--- config.mk ---
export PLATFORM = sky130hd
export DESIGN_NAME = short_filename_83_converter
export DESIGN_NICKNAME = d
export VERILOG_FILES = /design/src/hw/rtl/sfn_pkg.sv /design/src/hw/rtl/sfn_builder.sv /design/src/hw/rtl/sfn_drain.sv /design/src/hw/rtl/short_filename_83_converter.sv
export SDC_FILE = /design/constraint.sdc
export NUM_CORES = 1
export LEC_CHECK = 0
export BUFFER_PORTS_ARGS = -buffer_cell sky130_fd_sc_hd__buf_4
export CAP_MARGIN = 20
export CELL_PAD_IN_SITES_DETAIL_PLACEMENT = 0
export CELL_PAD_IN_SITES_GLOBAL_PLACEMENT = 1
export CORE_MARGIN = 2
export CORE_UTILIZATION = 45
export DETAILED_ROUTE_END_ITERATION = 16
export PLACE_DENSITY_LB_ADDON = 0.1
export SETUP_SLACK_MARGIN = 0.05
export SYNTH_ARGS = -nofsm -noshare
export SYNTH_HDL_FRONTEND = slang
export SYNTH_SLANG_ARGS = --single-unit
--- constraint.sdc ---
create_clock -name clk -period 13.5 [get_ports clk]
set_clock_uncertainty 0.05 [all_clocks]
set_input_delay 2.7 -clock clk [delete_from_list [all_inputs] [get_ports clk]]
set_output_delay 2.7 -clock clk [all_outputs]
set_load 0.01 [all_outputs]
--- src/hw/rtl/sfn_pkg.sv ---
// Shared types and constants for the 8.3 short name converter.
`timescale 1ns / 1ps

package sfn_pkg;

  localparam int BASE_LEN   = 8;
  localparam int EXT_LEN    = 3;
  localparam int NAME_LEN   = BASE_LEN + EXT_LEN;
  localparam int BASE_CNT_W = $clog2(BASE_LEN + 1);
  localparam int EXT_CNT_W  = $clog2(EXT_LEN + 1);
  localparam int IDX_W      = $clog2(NAME_LEN);
  localparam int POS_W      = 4;

  localparam logic [7:0] PAD_CHAR   = 8'h20;
  localparam logic [7:0] DOT_CHAR   = 8'h2E;
  localparam logic [7:0] CASE_SHIFT = 8'd32;

  typedef struct packed {
    logic [7:0] ch;
    logic       end_of_name;
  } char_item_t;

  typedef struct packed {
    logic [7:0]       name_char;
    logic [POS_W-1:0] position;
    logic             last;
    logic             status;
  } name_item_t;

  // Finished name handed from the builder to the output sequencer
  typedef struct packed {
    logic                         load;
    logic                         err;
    logic [NAME_LEN-1:0][7:0]     bytes;
  } snap_t;

endpackage

--- src/hw/rtl/sfn_builder.sv ---
// Character classification, counters and name store of the 8.3 converter.
`timescale 1ns / 1ps

module sfn_builder (
  input  logic                clk,
  input  logic                rst,
  input  logic                take,
  input  sfn_pkg::char_item_t item,
  output sfn_pkg::snap_t      snap
);

  logic [sfn_pkg::NAME_LEN-1:0][7:0]  store, store_next;
  logic [sfn_pkg::BASE_CNT_W-1:0]     base_count, base_count_next;
  logic [sfn_pkg::EXT_CNT_W-1:0]      ext_count, ext_count_next;
  logic                               dot_seen, dot_seen_next;
  logic                               reject_flag, reject_flag_next;
  logic                               any_char_seen, any_char_seen_next;
  logic                               allowed;
  logic                               lower;
  logic [7:0]                         up_char;
  logic [sfn_pkg::IDX_W-1:0]          wr_idx;

  // Classify the character
  always_comb begin
    lower   = (item.ch >= "a") && (item.ch <= "z");
    allowed = ((item.ch >= "0") && (item.ch <= "9")) ||
              ((item.ch >= "A") && (item.ch <= "Z")) || lower ||
              (item.ch == "_") || (item.ch == "-") ||
              (item.ch == "$") || (item.ch == "~");
    up_char = lower ? (item.ch - sfn_pkg::CASE_SHIFT) : item.ch;
    wr_idx  = dot_seen ?
              (sfn_pkg::IDX_W'(sfn_pkg::BASE_LEN) + sfn_pkg::IDX_W'(ext_count)) :
              sfn_pkg::IDX_W'(base_count);
  end

  // Update counters and store for one item
  always_comb begin
    store_next         = store;
    base_count_next    = base_count;
    ext_count_next     = ext_count;
    dot_seen_next      = dot_seen;
    reject_flag_next   = reject_flag;
    any_char_seen_next = any_char_seen;
    if (take) begin
      if (item.end_of_name) begin
        store_next         = {sfn_pkg::NAME_LEN{sfn_pkg::PAD_CHAR}};
        base_count_next    = '0;
        ext_count_next     = '0;
        dot_seen_next      = 1'b0;
        reject_flag_next   = 1'b0;
        any_char_seen_next = 1'b0;
      end else begin
        any_char_seen_next = 1'b1;
        if (!reject_flag) begin
          priority if (item.ch == sfn_pkg::DOT_CHAR) begin
            if (dot_seen) reject_flag_next = 1'b1;
            else          dot_seen_next    = 1'b1;
          end else if (!allowed) begin
            reject_flag_next = 1'b1;
          end else if (!dot_seen) begin
            if (base_count >= sfn_pkg::BASE_CNT_W'(sfn_pkg::BASE_LEN)) begin
              reject_flag_next = 1'b1;
            end else begin
              store_next[wr_idx] = up_char;
              base_count_next    = base_count + 1'b1;
            end
          end else begin
            if (ext_count >= sfn_pkg::EXT_CNT_W'(sfn_pkg::EXT_LEN)) begin
              reject_flag_next = 1'b1;
            end else begin
              store_next[wr_idx] = up_char;
              ext_count_next     = ext_count + 1'b1;
            end
          end
        end
      end
    end
  end

  // Hand the finished name over on the terminator
  always_comb begin
    snap.load  = take && item.end_of_name;
    snap.err   = reject_flag || !any_char_seen;
    snap.bytes = store;
  end

  always_ff @(posedge clk) begin
    if (rst) begin
      store         <= {sfn_pkg::NAME_LEN{sfn_pkg::PAD_CHAR}};
      base_count    <= '0;
      ext_count     <= '0;
      dot_seen      <= 1'b0;
      reject_flag   <= 1'b0;
      any_char_seen <= 1'b0;
    end else begin
      store         <= store_next;
      base_count    <= base_count_next;
      ext_count     <= ext_count_next;
      dot_seen      <= dot_seen_next;
      reject_flag   <= reject_flag_next;
      any_char_seen <= any_char_seen_next;
    end
  end

endmodule

--- src/hw/rtl/sfn_drain.sv ---
// Output sequencer: holds a finished name and emits its bytes one item a cycle while name_stall is low.
`timescale 1ns / 1ps

module sfn_drain (
  input  logic                clk,
  input  logic                rst,
  input  sfn_pkg::snap_t      snap,
  output logic                busy,
  output logic                name_valid,
  input  logic                name_stall,
  output sfn_pkg::name_item_t name_item
);

  logic [sfn_pkg::NAME_LEN-1:0][7:0] shift_buf;
  logic [sfn_pkg::IDX_W-1:0]         idx;
  logic                              err;
  logic                              slot_free;
  logic                              final_byte;

  assign slot_free  = !name_valid || !name_stall;
  assign final_byte = err || (idx == sfn_pkg::IDX_W'(sfn_pkg::NAME_LEN - 1));

  // Control: busy flag, byte index and output valid
  always_ff @(posedge clk) begin
    if (rst) begin
      busy       <= 1'b0;
      idx        <= '0;
      err        <= 1'b0;
      name_valid <= 1'b0;
    end else begin
      // advance the output slot
      if (slot_free) begin
        name_valid <= busy;
        if (busy) begin
          idx <= idx + 1'b1;
          if (final_byte) busy <= 1'b0;
        end
      end
      // take a new name while idle
      if (snap.load) begin
        busy <= 1'b1;
        idx  <= '0;
        err  <= snap.err;
      end
    end
  end

  // Payload: shift the name out low byte first
  always_ff @(posedge clk) begin
    if (slot_free && busy) begin
      name_item.name_char <= err ? sfn_pkg::PAD_CHAR : shift_buf[0];
      name_item.position  <= err ? '0 : sfn_pkg::POS_W'(idx);
      name_item.last      <= final_byte;
      name_item.status    <= err;
      shift_buf <= {sfn_pkg::PAD_CHAR, shift_buf[sfn_pkg::NAME_LEN-1:1]};
    end
    if (snap.load) begin
      shift_buf <= snap.bytes;
    end
  end

endmodule

--- src/hw/rtl/short_filename_83_converter.sv ---
// Top level of the 8.3 short name converter.
//
//   channel  | handshake               | payload
//   ---------+-------------------------+------------------------------------------
//   char     | char_valid / char_stall | char_item: ch, end_of_name
//   name     | name_valid / name_stall | name_item: name_char, position, last, status
//
// Characters go through an input register and are absorbed at one per cycle unless the input stalls.
// A terminator hands the name to the output sequencer, which gives 11 items
// (one on error) at one per cycle while name_stall is low; the next name's characters overlap with it.
// A terminator waits in the input register while the sequencer is still busy.
// Reset is synchronous and clears the store to spaces.
`timescale 1ns / 1ps

module short_filename_83_converter (
  input  logic                clk,
  input  logic                rst,
  input  logic                char_valid,
  output logic                char_stall,
  input  sfn_pkg::char_item_t char_item,
  output logic                name_valid,
  input  logic                name_stall,
  output sfn_pkg::name_item_t name_item
);

  sfn_pkg::char_item_t in_q;
  logic                in_valid_q;
  logic                take;
  logic                drain_busy;
  sfn_pkg::snap_t      snap;

  // Hold a terminator while the previous name is still going out
  assign take       = in_valid_q && !(in_q.end_of_name && drain_busy);
  assign char_stall = in_valid_q && !take;

  // Input register
  always_ff @(posedge clk) begin
    if (rst) begin
      in_valid_q <= 1'b0;
    end else if (!char_stall) begin
      in_valid_q <= char_valid;
    end
  end

  always_ff @(posedge clk) begin
    if (!char_stall) begin
      in_q <= char_item;
    end
  end

  sfn_builder u_builder (
    .clk  (clk),
    .rst  (rst),
    .take (take),
    .item (in_q),
    .snap (snap)
  );

  sfn_drain u_drain (
    .clk        (clk),
    .rst        (rst),
    .snap       (snap),
    .busy       (drain_busy),
    .name_valid (name_valid),
    .name_stall (name_stall),
    .name_item  (name_item)
  );

endmodule

Word-level counts from Yosys, hierarchy flattened
Cells that the tools add are included.
{"block": "word_totals", "ff_bits": 216, "latch_bits": 0, "mem_bits_rw": 0, "rom_bits": 0, "inputBits": 13, "output_inout_bits": 16, "wordCells": 142, "memories": 0}
{"block": "classes", "addsub": 5, "multipliers": 0, "div_mod_pow": 0, "magnitude_cmp": 10, "n_eq_ne": 13, "shifts": 0, "mux": 42, "bitwise": 0, "n_reduce_logical": 34}
{"operator": "2-to-1 mux 88 bit", "count": 9}
{"operator": "bitwise mux 88 bit", "count": 1}
{"operator": "demux 8 bit (select 4 bit)", "count": 1}
{"operator": "2-to-1 mux 4 bit", "count": 7}
{"operator": "== test 8 x 6 -> 1 bit (second input constant)", "count": 3}
{"operator": "AND reduction 6 bit", "count": 3}
{"operator": "== test 8 x 7 -> 1 bit (second input constant)", "count": 2}
{"operator": ">= comparator 8 x 7 -> 1 bit (second input constant)", "count": 2}
{"operator": "less-or-equal comparator 8 x 7 -> 1 bit (second input constant)", "count": 2}
{"operator": "2-to-1 mux 1 bit", "count": 16}
{"operator": "2-to-1 mux 8 bit", "count": 2}
{"operator": "2-to-1 mux 2 bit", "count": 6}
{"operator": "inequality test 2 bit (second input constant)", "count": 5}
{"operator": "nonzero test 2 bit", "count": 5}
{"operator": "logical AND 1 bit", "count": 9}
{"operator": "logical OR 1 bit", "count": 9}
{"operator": "adder 4 x 1 -> 4 bit (second input constant)", "count": 2}
{"operator": ">= comparator 8 x 6 -> 1 bit (second input constant)", "count": 1}
{"operator": "less-or-equal comparator 8 x 6 -> 1 bit (second input constant)", "count": 1}
{"operator": "subtractor 8 x 6 -> 8 bit (second input constant)", "count": 1}
{"operator": "zero test 1 bit", "count": 5}
{"operator": "< comparator 4 x 5 -> 1 bit (second input constant)", "count": 1}
{"operator": "adder 4 x 2 -> 4 bit (first input constant)", "count": 1}
{"operator": "== test 4 bit (second input constant)", "count": 1}
{"operator": "other kinds (9)", "count": 9}

Depth between registers and ports, before layout
{"block": "logic_depth", "word_depth": 13, "depth_mapped": 10, "depth_no_buf": 8}

Modules after synthesis
A second synthesis with hierarchy kept.
{"block": "unflattened", "hier_cells": 623, "hier_area_um2": 8650.8}
{"mod": "sfn_drain", "n_inst": 1, "cells_per_inst": 248, "area_per_inst_um2": 4483.0, "seq_area_each_um2": 3203.1}
{"mod": "sfn_builder", "n_inst": 1, "cells_per_inst": 360, "area_per_inst_um2": 3843.7, "seq_area_each_um2": 1941.9}
{"mod": "short_filename_83_converter", "n_inst": 1, "cells_per_inst": 15, "area_per_inst_um2": 324.1, "seq_area_each_um2": 290.3}

Least setup slack after synthesis
OpenSTA, ideal clock, no wires.
{"block": "synth_timing", "kind": "in2reg", "startpoint": "input port name_stall", "endpoint": "register u_drain.shift_buf[0] (netlist bit) (enable)", "setup_ns": 0.462, "arrival_time_ns": 5.682, "t_required_ns": 12.988, "slack_ns": 7.307, "path_stages": 4, "n_path_buf": 1, "cell_sequence": "nand2_1 > and2_1 > clkbuf_1 > nand2b_1"}
{"block": "synth_between", "elab_chain_cells": 4}
{"item": "from (decl)", "line": "short_filename_83_converter.sv:22", "source": "input logic name_stall,"}
{"item": "zero test 1 bit", "line": "sfn_drain.sv:20", "source": "assign slot_free = !name_valid || !name_stall;"}
{"item": "logical OR 1 bit", "line": "sfn_drain.sv:20"}
{"item": "logical AND 1 bit", "line": "sfn_drain.sv:50", "source": "if (slot_free && busy) begin"}
{"item": "nonzero test 2 bit (no line)"}
{"item": "to (signal assigned)", "line": "sfn_drain.sv:55", "source": "shift_buf <= {sfn_pkg::PAD_CHAR, shift_buf[sfn_pkg::NAME_LEN-1:1]};"}
{"item": "to (signal assigned)", "line": "sfn_drain.sv:58", "source": "shift_buf <= snap.bytes;"}
{"item": "to (decl)", "line": "sfn_drain.sv:14", "source": "logic [sfn_pkg::NAME_LEN-1:0][7:0] shift_buf;"}
No other way between the ends.
A chain may end at the register's enable or synchronous reset.

Final worst setup path
{"block": "layout_timing", "startpoint": "register in_q[0] (netlist bit)", "endpoint": "output port char_stall"}
{"block": "layout_between", "elab_chain_cells": 5}
{"item": "from (decl)", "line": "short_filename_83_converter.sv:26", "source": "sfn_pkg::char_item_t in_q;"}
{"item": "from (signal assigned)", "line": "short_filename_83_converter.sv:47", "source": "in_q <= char_item;"}
{"item": "logical AND 1 bit", "line": "short_filename_83_converter.sv:33", "source": "assign take = in_valid_q && !(in_q.end_of_name && drain_busy);"}
{"item": "zero test 1 bit", "line": "short_filename_83_converter.sv:33"}
{"item": "logical AND 1 bit", "line": "short_filename_83_converter.sv:33"}
{"item": "zero test 1 bit", "line": "short_filename_83_converter.sv:34", "source": "assign char_stall = in_valid_q && !take;"}
{"item": "logical AND 1 bit", "line": "short_filename_83_converter.sv:34"}
{"item": "to (decl)", "line": "short_filename_83_converter.sv:19", "source": "output logic char_stall,"}
No other way between the ends.

==> impl_metrics.env <==
export IMPL_drt_vias_per_instance=5.413
export IMPL_drt_iter0_drc=423
export IMPL_hold_class="reg2reg"
export IMPL_grt_antenna_before_repair=0
export IMPL_path_buf_inv=2
export IMPL_post_dp_hpwl_um=13060
export IMPL_seq_area_frac_synth_pct=60.79
export IMPL_grt_pass1_vias=6175
export IMPL_multi_input_area_mm2=0.003163
export IMPL_synth_seq_cells=216
export IMPL_syn_avg_cell_area_um2=10.02
export IMPL_utilization_pct=52.09
export IMPL_required_ns=10.75
export IMPL_initial_core_util_pct=45.94
export IMPL_final_nets=918
export IMPL_grt_setup_unrepaired="no"
export IMPL_slowest_stage="edfxtp_1"
export IMPL_synth_most_common_cell="nand2_1"
export IMPL_dieArea_mm2=0.02101
export IMPL_setup_viol=0
export IMPL_min_period_ns=4.983
export IMPL_leakage_nw=3.767
export IMPL_yosysWarnings=0
export IMPL_crit_family="flip-flops"
export IMPL_critical_path_class="reg2out"
export IMPL_seq_power_share_pct=49.5
export IMPL_fillCellCount=1771
export IMPL_die_w_um=145.0
export IMPL_hold_viol=0
export IMPL_cts_tree="built"
export IMPL_p_per_area_mw_per_mm2=146.0
export IMPL_synth_area_mm2=0.008941
export IMPL_std_cell_rows=51
export IMPL_finalCritPeriodShare_pct=36.91
export IMPL_grt_pass1_wl_um=33200
export IMPL_regArea_mm2=0.005435
export IMPL_post_cts_buffers=0
export IMPL_clock_path_buffers=3
export IMPL_core_mm2=0.01946
export IMPL_io_buffers=28
export IMPL_endpoint_kind="primary output"
export IMPL_netSwitchingPower_w=0.0003298
export IMPL_clkLatencyLatePin_ns=0.51
export IMPL_finalMaxSlewViolations=0
export IMPL_status="completed"
export IMPL_postCtsHoldBufs=0
export IMPL_internal_power_w=0.001150
export IMPL_num_vias=6387
export IMPL_max_slew_margin_pct=31.45
export IMPL_power_frac_clock_pct=44.9
export IMPL_path_cells="nand3_1 -> inv_1 -> buf_4"
export IMPL_power_w=0.001480
export IMPL_crit_arrival_ns=2.23
export IMPL_diodes=0
export IMPL_worst_pin_slew_ns=1.028
export IMPL_area_growth_pct=13.38
export IMPL_p_sw_share_pct=22.29
export IMPL_async_reset_ff_share_pct=0
export IMPL_ant_nets=0
export IMPL_routed_wirelength_um=20220
export IMPL_startpoint_type="flop"
export IMPL_die_h_um=145.0
export IMPL_dpl_cell_area_mm2=0.009309
export IMPL_grt_max_degree=105
export IMPL_grt_use_total_pct=19.40
export IMPL_place_gp_congestion=0.8444
export IMPL_dr_pass1_iters=7
export IMPL_fin_area_mm2=0.01014
export IMPL_io_pins=29
export IMPL_cts_sinks=216
export IMPL_clk_pin_slew_ns=0.06
export IMPL_netlist_instances=892
export IMPL_h_tree_depth=1
export IMPL_cts_repair_resized=0
export IMPL_fmax_mhz=200.7
export IMPL_avgRoutedWirePerCell_um=17.14
export IMPL_synth_edf_count=111
export IMPL_synth_top_area_cell="edfxtp_1"
export IMPL_synthFlopType="edfxtp_1"
export IMPL_drc=0
export IMPL_yosys_top_cells_area="edfxtp_1 (37%), dfxtp_1 (24%), nand2_1 (12%), o22ai_1 (2.4%), o21ai_0 (2.0%)"
export IMPL_maxCapViolCount=0
export IMPL_synth_distinct_cells=59
export IMPL_grt_overflow_total=0
export IMPL_numCtsBuffers=24
export IMPL_drive_gt1_share_pct=10.60
export IMPL_crit_fanout=26
export IMPL_combPwrFrac_pct=5.6
export IMPL_cts_root_buf="clkbuf_16"
export IMPL_tns_ns=0
export IMPL_synth_common_cells="nand2_1 (274), edfxtp_1 (111), dfxtp_1 (105)"
export IMPL_synth_top_cell_area_share_pct=37.28
export IMPL_max_stage_delay_ns=0.87
export IMPL_peakVddDrop_mv=0.09147
export IMPL_syn_nets=913
stage by stage:
| stage | hold WS, ns | instances | setup slack, ns |
|---|---|---|---|
| after floorplan | 0.3822 | 892 | 7.307 |
| after global placement | 0.3916 | 1136 | 8.292 |
| after detailed placement | 0.3963 | 1136 | 8.251 |
| after CTS | 0.4085 | 1180 | 8.468 |
| after global routing | 0.4283 | 1180 | 8.341 |
| final | 0.4063 | 1180 | 8.517 |
power by group through the flow:
stage          clock (W)  combinational, W  sequential, W
6_report        0.000664         0.0000829       0.000733
5_1_grt         0.000707         0.0000937       0.000735
4_1_cts         0.000682         0.0000841       0.000733
3_5_place_dp           0         0.0000838       0.000747
3_3_place_gp           0         0.0000826       0.000746
2_1_floorplan          0         0.0000615       0.000741
flip-flops by register name (all words and copies together), names as in the netlist:
name,cells
u_drain.idx,4
u_drain.busy,1
in_q,9
u_builder.snap,88
u_drain.err,1
u_builder.dot_seen,1
u_builder.any_char_seen,1
u_builder.ext_count,2
u_drain.name_item,14
u_builder.base_count,4
u_builder.reject_flag,1
in_valid_q,1
u_drain.shift_buf,88
u_drain.name_valid,1
cells by family (layout without fill, tap and decap cells):
kind of cell	after synthesis	in the layout	synth area share (%)
AND/OR/NAND/NOR	401	401	19.80
XOR/XNOR	6	6	0.5878
flip-flops	216	216	60.79
buffers and inverters	89	112	4.030
adder cells (fa/ha/maj)	8	8	1.120
AO/OA/AOI/OAI	172	172	13.67
cell usage in the layout, fill, tap and decap left out, types with 5 or more instances in the layout:
cell / instances
clkbuf_8: 6
a2bb2oi_1: 6
nor2b_1: 18
nand3_1: 12
ha_1: 8
a21oi_1: 13
o22ai_1: 34
nor3_1: 10
a21o_1: 11
o2bb2ai_1: 9
or3_1: 6
clkbuf_16: 25
o21ai_0: 36
nand2_1: 274
edfxtp_1: 111
nor2_1: 31
or2_2: 9
dfxtp_1: 105
inv_1: 34
and2_1: 9
or4_1: 5
a22o_1: 5
clkinv_2: 6
buf_4: 33
a31oi_1: 6
o32ai_1: 20
per-layer routing:
metal  GRT usage [%]  share of wire (%)
met1           27.46                 47
met2           31.40                 46
met3           3.082                4.9
met4           4.703                1.7
met5               0                  0
worst min-delay path: stages (launching register included):
cell and delay, ns:
dfxtp_1 0.31, nand2_1 0.05, o22ai_1 0.05
worst paths after layout:
| kind | start | to | slack [ns] | cells after the start |
|---|---|---|---|---|
| max | in_q[0]$_DFFE_PN_ | char_stall | 8.52 | 3 |
| min reg2reg | u_builder.snap[65]$_SDFFE_PP0P_ | u_builder.snap[65]$_SDFFE_PP0P_ | 0.41 | 2 |
| max reg2reg | in_q[0]$_DFFE_PN_ | u_builder.snap[58]$_SDFFE_PP0P_ | 9.86 | 6 |
| min | u_builder.snap[65]$_SDFFE_PP0P_ | u_builder.snap[65]$_SDFFE_PP0P_ | 0.41 | 2 |
area by class of cell:
type,instances,share of cell area (%)
Clock buffer,31,6.986
Clock inverter,13,1.185
Inverter,35,1.296
Multi-Input combinational cell,587,31.20
Sequential cell,216,53.62
Tap cell,265,3.271
Timing Repair Buffer,33,2.444
No activity file was read; power rests on OpenSTA's default activity.
